--- src/rtl/core/nusf_pkg.sv ---
package nusf_pkg;

  // Largest UBX length field plus two that the block will ever accept.
  localparam int UBX_LIMIT_MAX = 1024;
  // Width of the remaining-bytes counter of a UBX frame.
  localparam int REM_W = $clog2(UBX_LIMIT_MAX + 1);

  localparam int BYTE_W     = 8;
  localparam int IDX_W      = 11;
  localparam int NMEA_LIM_W = 7;
  localparam int UBX_LIM_W  = 11;
  localparam int CFG_DATA_W = 11;
  localparam int CFG_IDX_W  = 1;

  // Register indexes on the configuration port.
  localparam logic [CFG_IDX_W-1:0] CFG_NMEA_LIMIT = 1'd0;
  localparam logic [CFG_IDX_W-1:0] CFG_UBX_LIMIT  = 1'd1;

  localparam logic [NMEA_LIM_W-1:0] NMEA_LIMIT_RST = 7'd80;
  localparam logic [UBX_LIM_W-1:0]  UBX_LIMIT_RST  = 11'd1024;

  // Characters and sync bytes.
  localparam logic [BYTE_W-1:0] CH_DOLLAR    = 8'h24;
  localparam logic [BYTE_W-1:0] CH_BANG      = 8'h21;
  localparam logic [BYTE_W-1:0] CH_STAR      = 8'h2a;
  localparam logic [BYTE_W-1:0] CH_PRINT_LO  = 8'h20;
  localparam logic [BYTE_W-1:0] CH_PRINT_HI  = 8'h7e;
  localparam logic [BYTE_W-1:0] UBX_SYNC1    = 8'hb5;
  localparam logic [BYTE_W-1:0] UBX_SYNC2    = 8'h62;

  // Stream kinds.
  localparam logic KIND_NMEA = 1'b0;
  localparam logic KIND_UBX  = 1'b1;

  // One result beat.
  typedef struct packed {
    logic              byte_valid;
    logic [BYTE_W-1:0] data_byte;
    logic              stream_kind;
    logic [IDX_W-1:0]  byte_index;
    logic              frame_start;
    logic              frame_end;
    logic              frame_abort;
  } res_t;

endpackage

--- src/rtl/core/nusf_in_stage.sv ---
module nusf_in_stage (
  input  logic                        clk,
  input  logic                        rst_n,
  input  logic                        in_valid,
  output logic                        in_ready,
  input  logic [nusf_pkg::BYTE_W-1:0] in_rx_byte,
  input  logic                        take,
  output logic                        hold_valid,
  output logic [nusf_pkg::BYTE_W-1:0] hold_byte
);
  import nusf_pkg::*;

  logic              valid_r;
  logic              valid_nxt;
  logic [BYTE_W-1:0] byte_r;
  logic              load;

  // The held byte leaves whenever the parser takes it, so a new one may enter.
  assign in_ready   = !valid_r || take;
  assign load       = in_valid && in_ready;
  assign valid_nxt  = load ? 1'b1 : (take ? 1'b0 : valid_r);
  assign hold_valid = valid_r;
  assign hold_byte  = byte_r;

  always_ff @(posedge clk) begin
    if (!rst_n) begin
      valid_r <= 1'b0;
    end else begin
      valid_r <= valid_nxt;
    end
  end

  always_ff @(posedge clk) begin
    if (load) begin
      byte_r <= in_rx_byte;
    end
  end

endmodule

--- src/rtl/core/nusf_parser.sv ---
module nusf_parser (
  input  logic                            clk,
  input  logic                            rst_n,
  input  logic                            step,
  input  logic [nusf_pkg::BYTE_W-1:0]     rx_byte,
  input  logic                            cfg_write,
  input  logic [nusf_pkg::CFG_IDX_W-1:0]  cfg_index,
  input  logic [nusf_pkg::CFG_DATA_W-1:0] cfg_data,
  output nusf_pkg::res_t                  res,
  output logic                            res_emit
);
  import nusf_pkg::*;

  typedef enum logic [3:0] {
    PH_IDLE,
    PH_NMEA_BODY,
    PH_NMEA_CK1,
    PH_NMEA_CK2,
    PH_NMEA_EOL,
    PH_UBX_SYNC2,
    PH_UBX_CLASS,
    PH_UBX_ID,
    PH_UBX_LEN_LO,
    PH_UBX_LEN_HI,
    PH_UBX_BODY
  } phase_t;

  phase_t                phase_r, phase_nxt;
  logic [IDX_W-1:0]      count_r, count_nxt;
  logic [BYTE_W-1:0]     len_lo_r, len_lo_nxt;
  logic [REM_W-1:0]      rem_r, rem_nxt;
  logic [NMEA_LIM_W-1:0] nmea_lim_r;
  logic [UBX_LIM_W-1:0]  ubx_lim_r;

  logic                  do_hunt;
  logic                  not_print;
  logic                  too_long;
  logic [16:0]           ubx_len;
  logic [16:0]           lim_cfg;
  logic [16:0]           lim_eff;
  logic [REM_W-1:0]      rem_dec;
  res_t                  r;

  assign not_print = (rx_byte < CH_PRINT_LO) || (rx_byte > CH_PRINT_HI);
  assign too_long  = ({1'b0, count_r} + 12'd1) >= {5'd0, nmea_lim_r};
  assign ubx_len   = {1'b0, rx_byte, len_lo_r} + 17'd2;
  assign lim_cfg   = {6'd0, ubx_lim_r};
  assign lim_eff   = (lim_cfg > 17'(UBX_LIMIT_MAX)) ? 17'(UBX_LIMIT_MAX) : lim_cfg;
  assign rem_dec   = (rem_r != '0) ? (rem_r - REM_W'(1)) : rem_r;

  always_comb begin
    r          = '0;
    do_hunt    = 1'b0;
    phase_nxt  = phase_r;
    count_nxt  = count_r;
    len_lo_nxt = len_lo_r;
    rem_nxt    = rem_r;

    case (phase_r)
      PH_NMEA_BODY: begin
        if (not_print || too_long) begin
          r.frame_abort = 1'b1;
          do_hunt       = 1'b1;
        end else begin
          r.byte_valid  = 1'b1;
          r.data_byte   = rx_byte;
          r.stream_kind = KIND_NMEA;
          r.byte_index  = count_r;
          count_nxt     = count_r + IDX_W'(1);
          if (rx_byte == CH_STAR) begin
            phase_nxt = PH_NMEA_CK1;
          end
        end
      end
      PH_NMEA_CK1, PH_NMEA_CK2: begin
        r.byte_valid  = 1'b1;
        r.data_byte   = rx_byte;
        r.stream_kind = KIND_NMEA;
        r.byte_index  = count_r;
        count_nxt     = count_r + IDX_W'(1);
        if (phase_r == PH_NMEA_CK1) begin
          phase_nxt = PH_NMEA_CK2;
        end else begin
          r.frame_end = 1'b1;
          phase_nxt   = PH_NMEA_EOL;
        end
      end
      PH_NMEA_EOL: begin
        // The line end is swallowed.
        phase_nxt = PH_IDLE;
        count_nxt = '0;
        rem_nxt   = '0;
      end
      PH_UBX_SYNC2: begin
        if (rx_byte != UBX_SYNC2) begin
          r.frame_abort = 1'b1;
          do_hunt       = 1'b1;
        end else begin
          r.byte_valid  = 1'b1;
          r.data_byte   = rx_byte;
          r.stream_kind = KIND_UBX;
          r.byte_index  = IDX_W'(1);
          count_nxt     = IDX_W'(2);
          phase_nxt     = PH_UBX_CLASS;
        end
      end
      PH_UBX_CLASS, PH_UBX_ID: begin
        r.byte_valid  = 1'b1;
        r.data_byte   = rx_byte;
        r.stream_kind = KIND_UBX;
        r.byte_index  = count_r;
        count_nxt     = count_r + IDX_W'(1);
        phase_nxt     = (phase_r == PH_UBX_CLASS) ? PH_UBX_ID : PH_UBX_LEN_LO;
      end
      PH_UBX_LEN_LO: begin
        r.byte_valid  = 1'b1;
        r.data_byte   = rx_byte;
        r.stream_kind = KIND_UBX;
        r.byte_index  = IDX_W'(4);
        len_lo_nxt    = rx_byte;
        count_nxt     = IDX_W'(5);
        phase_nxt     = PH_UBX_LEN_HI;
      end
      PH_UBX_LEN_HI: begin
        if (ubx_len > lim_eff) begin
          r.frame_abort = 1'b1;
          do_hunt       = 1'b1;
        end else begin
          r.byte_valid  = 1'b1;
          r.data_byte   = rx_byte;
          r.stream_kind = KIND_UBX;
          r.byte_index  = IDX_W'(5);
          count_nxt     = IDX_W'(6);
          rem_nxt       = ubx_len[REM_W-1:0];
          phase_nxt     = PH_UBX_BODY;
        end
      end
      PH_UBX_BODY: begin
        r.byte_valid  = 1'b1;
        r.data_byte   = rx_byte;
        r.stream_kind = KIND_UBX;
        r.byte_index  = count_r;
        if (rem_dec == '0) begin
          r.frame_end = 1'b1;
          phase_nxt   = PH_IDLE;
          count_nxt   = '0;
          rem_nxt     = '0;
        end else begin
          count_nxt = count_r + IDX_W'(1);
          rem_nxt   = rem_dec;
        end
      end
      default: begin
        do_hunt = 1'b1;
      end
    endcase

    // Start search, also for a byte that just aborted a frame.
    if (do_hunt) begin
      phase_nxt = PH_IDLE;
      count_nxt = '0;
      rem_nxt   = '0;
      if (rx_byte == CH_DOLLAR || rx_byte == CH_BANG) begin
        r.byte_valid  = 1'b1;
        r.data_byte   = rx_byte;
        r.stream_kind = KIND_NMEA;
        r.byte_index  = '0;
        r.frame_start = 1'b1;
        phase_nxt     = PH_NMEA_BODY;
        count_nxt     = IDX_W'(1);
      end else if (rx_byte == UBX_SYNC1) begin
        r.byte_valid  = 1'b1;
        r.data_byte   = rx_byte;
        r.stream_kind = KIND_UBX;
        r.byte_index  = '0;
        r.frame_start = 1'b1;
        phase_nxt     = PH_UBX_SYNC2;
        count_nxt     = IDX_W'(1);
      end
    end
  end

  assign res      = r;
  assign res_emit = r.byte_valid || r.frame_abort;

  always_ff @(posedge clk) begin
    if (!rst_n) begin
      phase_r    <= PH_IDLE;
      count_r    <= '0;
      len_lo_r   <= '0;
      rem_r      <= '0;
      nmea_lim_r <= NMEA_LIMIT_RST;
      ubx_lim_r  <= UBX_LIMIT_RST;
    end else begin
      if (step) begin
        phase_r  <= phase_nxt;
        count_r  <= count_nxt;
        len_lo_r <= len_lo_nxt;
        rem_r    <= rem_nxt;
      end
      if (cfg_write) begin
        case (cfg_index)
          CFG_NMEA_LIMIT: nmea_lim_r <= cfg_data[NMEA_LIM_W-1:0];
          CFG_UBX_LIMIT:  ubx_lim_r  <= cfg_data[UBX_LIM_W-1:0];
          default: ;
        endcase
      end
    end
  end

endmodule

--- src/rtl/core/nusf_out_stage.sv ---
module nusf_out_stage (
  input  logic           clk,
  input  logic           rst_n,
  input  logic           load_req,
  input  nusf_pkg::res_t res_in,
  output logic           free,
  output logic           out_valid,
  input  logic           out_ready,
  output nusf_pkg::res_t res_out
);
  import nusf_pkg::*;

  logic valid_r;
  logic valid_nxt;
  res_t res_r;

  // The register can take a beat when empty or when its beat leaves now.
  assign free      = !valid_r || out_ready;
  assign valid_nxt = free ? load_req : valid_r;
  assign out_valid = valid_r;
  assign res_out   = res_r;

  always_ff @(posedge clk) begin
    if (!rst_n) begin
      valid_r <= 1'b0;
    end else begin
      valid_r <= valid_nxt;
    end
  end

  always_ff @(posedge clk) begin
    if (free && load_req) begin
      res_r <= res_in;
    end
  end

endmodule

--- src/rtl/core/nmea_ubx_stream_framer.sv ---
// Path: a byte accepted at a rising edge is held in the input register and parsed from there, and
// its result beat is registered in the output register, ready to be taken from there on.
// Throughput: one byte per cycle; a result beat held by out_ready low stalls the input.
// Reset (rst_n, synchronous, active low) empties both registers, returns the parser to
// start search and loads the length limits with 80 and 1024; no clearing pass is needed.
module nmea_ubx_stream_framer (
  input  logic                            clk,
  input  logic                            rst_n,
  input  logic                            in_valid,
  output logic                            in_ready,
  input  logic [nusf_pkg::BYTE_W-1:0]     in_rx_byte,
  output logic                            out_valid,
  input  logic                            out_ready,
  output logic                            out_byte_valid,
  output logic [nusf_pkg::BYTE_W-1:0]     out_data_byte,
  output logic                            out_stream_kind,
  output logic [nusf_pkg::IDX_W-1:0]      out_byte_index,
  output logic                            out_frame_start,
  output logic                            out_frame_end,
  output logic                            out_frame_abort,
  input  logic                            cfg_valid,
  output logic                            cfg_ready,
  input  logic [nusf_pkg::CFG_IDX_W-1:0]  cfg_index,
  input  logic [nusf_pkg::CFG_DATA_W-1:0] cfg_data
);
  import nusf_pkg::*;

  logic              hold_valid;
  logic [BYTE_W-1:0] hold_byte;
  logic              out_free;
  logic              step;
  logic              res_emit;
  res_t              res;
  res_t              res_q;

  // Configuration writes are always taken; the user must issue them only while idle (unchecked).
  assign cfg_ready = 1'b1;

  // The parser steps on the held byte whenever the output register can take
  // its beat. Bytes that make no beat (idle noise, the NMEA line end) still
  // step the parser and simply leave the output register alone.
  assign step = hold_valid && out_free;

  nusf_in_stage u_in (
    .clk        (clk),
    .rst_n      (rst_n),
    .in_valid   (in_valid),
    .in_ready   (in_ready),
    .in_rx_byte (in_rx_byte),
    .take       (out_free),
    .hold_valid (hold_valid),
    .hold_byte  (hold_byte)
  );

  nusf_parser u_parser (
    .clk       (clk),
    .rst_n     (rst_n),
    .step      (step),
    .rx_byte   (hold_byte),
    .cfg_write (cfg_valid && cfg_ready),
    .cfg_index (cfg_index),
    .cfg_data  (cfg_data),
    .res       (res),
    .res_emit  (res_emit)
  );

  nusf_out_stage u_out (
    .clk       (clk),
    .rst_n     (rst_n),
    .load_req  (step && res_emit),
    .res_in    (res),
    .free      (out_free),
    .out_valid (out_valid),
    .out_ready (out_ready),
    .res_out   (res_q)
  );

  assign out_byte_valid  = res_q.byte_valid;
  assign out_data_byte   = res_q.data_byte;
  assign out_stream_kind = res_q.stream_kind;
  assign out_byte_index  = res_q.byte_index;
  assign out_frame_start = res_q.frame_start;
  assign out_frame_end   = res_q.frame_end;
  assign out_frame_abort = res_q.frame_abort;

  // A held byte behind a stalled result beat must back-pressure the input.
  a_backpressure: assert property (@(posedge clk) disable iff (!rst_n)
    (hold_valid && out_valid && !out_ready) |-> !in_ready)
    else $error("input accepted while both stages are full and stalled");

  // Every beat carries either a frame byte or an abort mark.
  a_no_empty_beat: assert property (@(posedge clk) disable iff (!rst_n)
    out_valid |-> (out_byte_valid || out_frame_abort))
    else $error("empty result beat");

  // A frame start is always the first, valid byte of its frame.
  a_start_index: assert property (@(posedge clk) disable iff (!rst_n)
    (out_valid && out_frame_start) |-> (out_byte_valid && out_byte_index == '0))
    else $error("frame start with nonzero index");

endmodule
--- config.mk ---
export PLATFORM = sky130hd
export DESIGN_NAME = nmea_ubx_stream_framer
export DESIGN_NICKNAME = d
export VERILOG_FILES = /design/src/rtl/core/nusf_pkg.sv /design/src/rtl/core/nusf_in_stage.sv /design/src/rtl/core/nusf_parser.sv /design/src/rtl/core/nusf_out_stage.sv /design/src/rtl/core/nmea_ubx_stream_framer.sv
export SDC_FILE = /design/constraint.sdc
export NUM_CORES = 1
export LEC_CHECK = 0
export CORE_MARGIN = 1.5
export CORE_UTILIZATION = 45
export CTS_CLUSTER_DIAMETER = 50
export DETAILED_ROUTE_END_ITERATION = 6
export DONT_BUFFER_PORTS = 1
export GPL_TIMING_DRIVEN = 0
export PLACE_DENSITY_LB_ADDON = 0.12
export SLEW_MARGIN = 15
export SYNTH_ARGS = -nofsm -noshare
export SYNTH_HDL_FRONTEND = slang
export SYNTH_SLANG_ARGS = --single-unit
--- constraint.sdc ---
create_clock -name clk -period 4.5 [get_ports clk]
set_input_delay 0.9 -clock clk [delete_from_list [all_inputs] [get_ports clk]]
set_output_delay 0.9 -clock clk [all_outputs]
set_load 0.05 [all_outputs]
# == Word level (Yosys, flattened, before mapping) ==
# Cells that the tools add are included.
# classes
add_sub_neg,4
n_mul,0
n_div,0
order_cmp,5
eq_ne,20
shift,0
mux,42
bitwise,1
reduce_logical,29
# op_table
op,count
21-bit one-hot mux with 6 select lines,1
11-bit two-way mux,11
11-bit one-hot mux with 7 select lines,1
22-bit two-way mux,3
21-bit two-way mux,3
11-bit one-hot mux with 3 select lines,1
4-bit two-way mux,8
4-bit one-hot mux with 8 select lines,1
8-bit by 6-bit equality test with 1-bit output (second input constant),3
16-bit by 2-bit adder with 17-bit output (second input constant),1
17-bit > comparator,1
4-bit by 3-bit equality test with 1-bit output (second input constant),4
11-bit by 1-bit adder with 12-bit output (second input constant),1
4-bit equality test (second input constant),3
12-bit by 7-bit greater-or-equal comparator with 1-bit output,1
11-bit by 1-bit adder with 11-bit output (second input constant),1
11-bit > comparator (second input constant),1
11-bit logical NOT,1
11-bit nonzero test,1
11-bit by 1-bit subtractor with 11-bit output (second input constant),1
3-bit by 2-bit inequality test with 1-bit output (second input constant),3
9-bit nonzero test,1
4-bit by 2-bit equality test with 1-bit output (second input constant),2
8-bit equality test (second input constant),1
25 further kinds,46
# word_totals
register_bits,86
latchBits,0
mem_bits_rw,0
mem_bits_ro,0
inputBits,25
output_inout_bits,27
word_cells,117
memories,0

# == Depth between registers and ports, before layout ==
# logic_depth
word_depth,11
mapped_depth,14
depth_no_buf,13

# == By module ==
# Synthesis repeated with hierarchy kept, for this count alone.
# unflattened
hier_cells,590
area_unflattened_um2,5038.6
# modules_own_cells
mod,n_inst,cells_per_inst,area_per_inst_um2,seq_area_each_um2
nusf_parser,1,544,3938.8,1041.0
nusf_out_stage,1,29,778.2,740.7
nusf_in_stage,1,13,297.8,260.2
nmea_ubx_stream_framer,1,4,23.8,0.0

# == Worst setup path after synthesis ==
# Ideal clock, no wire load.
# synth_path
path_type,reg-to-reg
from,register u_parser.count_r[0]
to,"register u_out.res_r, in the netlist u_out.res_out[0] (enable)"
setup_time_ns,0.413
arrival_time_ns,4.237
t_required_ns,4.087
setup_slack_ns,-0.150
path_stages_with_launch,14
path_buffers,1
period_less_slack_ns,4.650
cell_sequence,dfxtp_1 ha_1 and3_1 nand3_1 xnor2_1 ha_1 nand4_1 or3_1 o211ai_1 a22oi_4 and2_1 or4_1 clkbuf_1 a21oi_1
# synth_via
elab_chain_len,11
word_cells_on_any_way,14
cone_classes,add/sub (1); order compare (1); mux (8); reduce/logical (4)
# synth_rtl
item,line,text
"start, declared",nusf_parser.sv:29,"logic [IDX_W-1:0] count_r, count_nxt;"
"start signal, assigned",nusf_parser.sv:197,count_r <= count_nxt;
11-bit by 1-bit adder with 12-bit output (*),nusf_parser.sv:45,"assign too_long = ({1'b0, count_r} + 12'd1) >= {5'd0, nmea_lim_r};"
12-bit by 7-bit greater-or-equal comparator with 1-bit output (*),nusf_parser.sv:45,
1-bit logical OR (*),nusf_parser.sv:61,if (not_print || too_long) begin
21-bit two-way mux,nusf_parser.sv:61,
21-bit one-hot mux with 6 select lines,nusf_parser.sv:59,case (phase_r)
22-bit two-way mux,nusf_parser.sv:171,end else if (rx_byte == UBX_SYNC1) begin
22-bit two-way mux,nusf_parser.sv:163,if (rx_byte == CH_DOLLAR || rx_byte == CH_BANG) begin
22-bit two-way mux,nusf_parser.sv:159,if (do_hunt) begin
1-bit logical OR (*),nusf_parser.sv:184,assign res_emit = r.byte_valid || r.frame_abort;
1-bit logical AND (*),nmea_ubx_stream_framer.sv:70,".load_req (step && res_emit),"
1-bit logical AND (*),nusf_out_stage.sv:32,if (free && load_req) begin
"end signal, assigned",nusf_out_stage.sv:33,res_r <= res_in;
"end, declared",nusf_out_stage.sv:15,res_t res_r;
# Mark *: on every way between the ends. The rest lies on a longest branch, timed or not.
# A chain may end at the register's enable or synchronous reset.

# == Final worst setup path ==
# layout_path
from,register u_parser.count_r[1]
to,"register u_out.res_r, in the netlist u_out.res_out[7] (enable)"
# Same word-level chain as after synthesis.

==> impl_metrics.yaml <==
outcome:
  status: "completed"
placed_design:
  io_buffers: 0
  globalplace.congestion: 0.915
  post-place-ws_ps: -608
  dpl.hpwl_mm: 10.2
  dp.cells: 758
synth:
  ys_ff_latch: 86
  synthesis.nets: 664
  synthMuxAreaShare_pct: 1.95
  synth_compound_area_share_pct: 17.8
  async_flop_share_pct: 0
  synth_edf_count: 32
  synthFlopType: "dfxtp_1"
  syn_area_per_cell_um2: 8.30
  synth_seq_area_share_pct: 39.8
  synth_top_family_by_area: "simple AND/OR/NAND/NOR gates"
  yosys_warnings: 0
  synth_area_mm2: 0.00513
  synthAdderAreaFrac_pct: 5.12
  synth-simple-area-share_pct: 26.7
  synth_xor_area_share_pct: 2.90
  synth_cell_types: 65
  synthCells: 618
route:
  dr.pass1.iters: 5
  wl_mm: 13.6
  drtIter0Drc: 333
  antenna_left: 0
  vias_per_cell: 5.90
  drcViolationCount: 0
  vias: 4588
  post_drt_wl_per_cell_um: 17.5
global_route:
  grt_max_degree: 17
  grt_overflow: 0
  track_usage_pct: 24.0
  grt_pass1_wl_mm: 21.7
  grt_pass1_vias: 4199
  antenna_found_initial: 0
pwr:
  power_density_mw_per_mm2: 334
  vdd_drop_max_uv: 269
  cellLeakagePower_nw: 2.11
worst_setup_path:
  crit_slowest_cell: "or4b_1"
  slowest_delay_ps: 460
  cp.arrival_ps: 4250
  crit_buf_inv: 0
  critPathKind: "reg -> reg"
  crit_top_cell: "ha_1"
  crit_path_start_kind: "flop"
  critPathMaxFanout: 12
  cp_cell_sequence: "ha_1, and3_1, nand3_1, xnor2_1, ha_1, a21oi_1, or4b_1, a2111oi_2, o211ai_1, a22oi_4, and2_1, or4_4, a21oi_4"
  cp.required_ps: 4520
  path_delay_family: "simple AND/OR/NAND/NOR gates"
  cp-end-kind: "flop"
die:
  start_util_pct: 46.7
  dieArea_mm2: 0.0120
  rows: 38
  die_w_um: 110
  core_area_mm2: 0.0110
  io_pins: 52
  die_y_um: 110
clock_network:
  clock_sinks: 86
  clock-root-buffer: "clkbuf_16"
  htreeDepth: 3
  path_clk_slew_ps: 70
  tritoncts: "yes"
  insertion_delay_ps: 350
  numCtsBuffers: 9
  clk_path_buf_depth: 2
timing:
  slew_headroom_pct: 38.1
  skew_ps: 6.44
  tightest_slew_ps: 921
  setup_slack_ps: 270
  max_freq_mhz: 236
  final-setup-viol-count: 0
  timing.hold.ws_ps: 455
  finalHoldViolCount: 0
  period_share_pct: 94.0
  slew_viol_final: 0
  period_needed_ps: 4230
cells_and_area:
  antenna_cells: 0
  fillers: 1070
  nets: 679
  final_cells: 778
  drive_above_1_share_pct: 7.84
  syn_to_final_growth_pct: 11.0
  seq_area_mm2: 0.00204
  multiInputGateArea_mm2: 0.00283
flow_run:
  cap_viol_max_count: 0
min_path:
  min_path_type: "reg -> reg"
[final cells by class]
class,instances,share of cell area [%]
timing repair buffer,4,0.527
inverter,24,1.58
clock inverter,7,1.85
multi-input combinational,465,49.7
sequential,86,35.9
clock buffer,9,3.96
tap,140,3.08
buffer,43,3.43
[per-layer routing]
metal  track usage, %  vias to the layer above  wire, µm
met3             4.33                       25       877
met1             33.5                     2128      6400
met4             10.2                        0       368
li1                 -                     2259         -
met2             36.2                      176      5960
met5                0                        -         0
[power breakdown]
group	switching [mW]	total, mW	internal [mW]
Clock	0.336	0.832	0.495
Sequential	0.0377	0.869	0.831
Combinational	0.136	0.201	0.0645
[what timing repair did]
item | 4_1_cts | 5_1_grt
resized for setup | 3 | 1
hold buffers | 0 | 0
pin swaps | 1 | 2
setup buffers | 0 | 4
gates cloned | 1 | 0
endpoints found under the setup margin | 25 | 53
[final timing paths]
path                                             from                    end  slack [ps]  cells after the start
worst max-delay path              u_parser.count_r[1]       u_out.res_out[7]         270                     13
worst min-delay path            u_parser.ubx_lim_r[8]  u_parser.ubx_lim_r[8]         450                      2
worst max register to register    u_parser.count_r[1]       u_out.res_out[7]         270                     13
worst min register to register  u_parser.ubx_lim_r[8]  u_parser.ubx_lim_r[8]         450                      2
[cell usage in the layout (no fill, tap or decap), drive strengths merged, types with 5 or more instances in the layout]
cell / netlist / final
a31oi: 9 / 9
nand3: 23 / 23
o31ai: 5 / 5
o211ai: 9 / 9
inv: 24 / 27
mux2i: 10 / 10
or4: 5 / 5
nand2b: 6 / 6
o21ai: 34 / 34
dfxtp: 54 / 54
clkbuf: 30 / 38
edfxtp: 32 / 32
nor2: 34 / 34
a21oi: 45 / 46
and2: 16 / 16
ha: 21 / 21
nand4: 24 / 24
buf: 14 / 18
xnor2: 13 / 13
nand2: 107 / 107
nor3: 16 / 16
nor2b: 8 / 8
or3: 8 / 8
nor4: 7 / 7
[worst register-to-register path, cell delays in order, from the launching register on]
cell and delay, ps:
dfxtp_1 450, ha_1 290, and3_1 260, nand3_1 180, xnor2_1 270, ha_1 300
a21oi_1 150, or4b_1 460, a2111oi_2 400, o211ai_1 260, a22oi_4 310, and2_1 180
or4_4 220, a21oi_4 170
[registers in the layout, indices dropped and copies added, names as in the netlist]
name                 count
u_parser.rem_r          11
u_out.out_valid          1
u_parser.count_r        11
u_parser.ubx_lim_r      11
u_out.res_out           24
u_parser.len_lo_r        8
u_parser.phase_r         4
u_in.hold_valid          1
u_parser.nmea_lim_r      7
u_in.hold_byte           8
[cell families after synthesis]
logic type	Yosys count
AO/OA/AOI/OAI	139
XOR/XNOR	17
adder cells (fa/ha/maj)	21
buffers and inverters	68
flip-flops	86
multiplexers	10
other	1
AND/OR/NAND/NOR	276
[Yosys cell counts, types with 3 or more instances]
library cell	number	area share, %
nand3_1	23	2.2
o21ai_0	33	3.2
a22o_1	3	0.51
mux2i_1	10	2.0
a211oi_1	3	0.44
nor3_1	16	1.6
xor2_1	4	0.68
clkbuf_1	29	2.1
buf_2	11	1.1
nand2_1	107	7.8
o21bai_1	3	0.44
a21oi_1	45	4.4
nor4_1	7	0.85
and2_1	15	1.8
o211ai_1	9	1.3
edfxtp_1	32	19
nor3b_1	3	0.44
nand4_1	24	2.9
or3_1	8	0.98
a31oi_1	9	1.1
o31ai_1	5	0.73
nor4b_1	3	0.51
xnor2_1	13	2.2
or2_2	3	0.37
nand2b_1	6	0.73
inv_1	24	1.8
or4_1	5	0.73
and3_1	4	0.49
a21boi_1	3	0.44
nor2_1	33	2.4
ha_1	21	5.1
nor2b_1	8	0.98
dfxtp_1	54	21
[per-stage QoR]
stage | power (mW) | utilization, % | cell area (µm²) | TNS, ps
after floorplan | 1.02 | - | 5130 | 0
final | 1.90 | 51.8 | 5690 | 0
after global routing | 1.97 | 51.8 | 5690 | -262
after global placement | 1.07 | 48.3 | 5310 | -12610
after CTS | 1.91 | 51.5 | 5660 | 0
after detailed placement | 1.08 | 48.3 | 5310 | -14540
(Power assumes the default switching activity.)
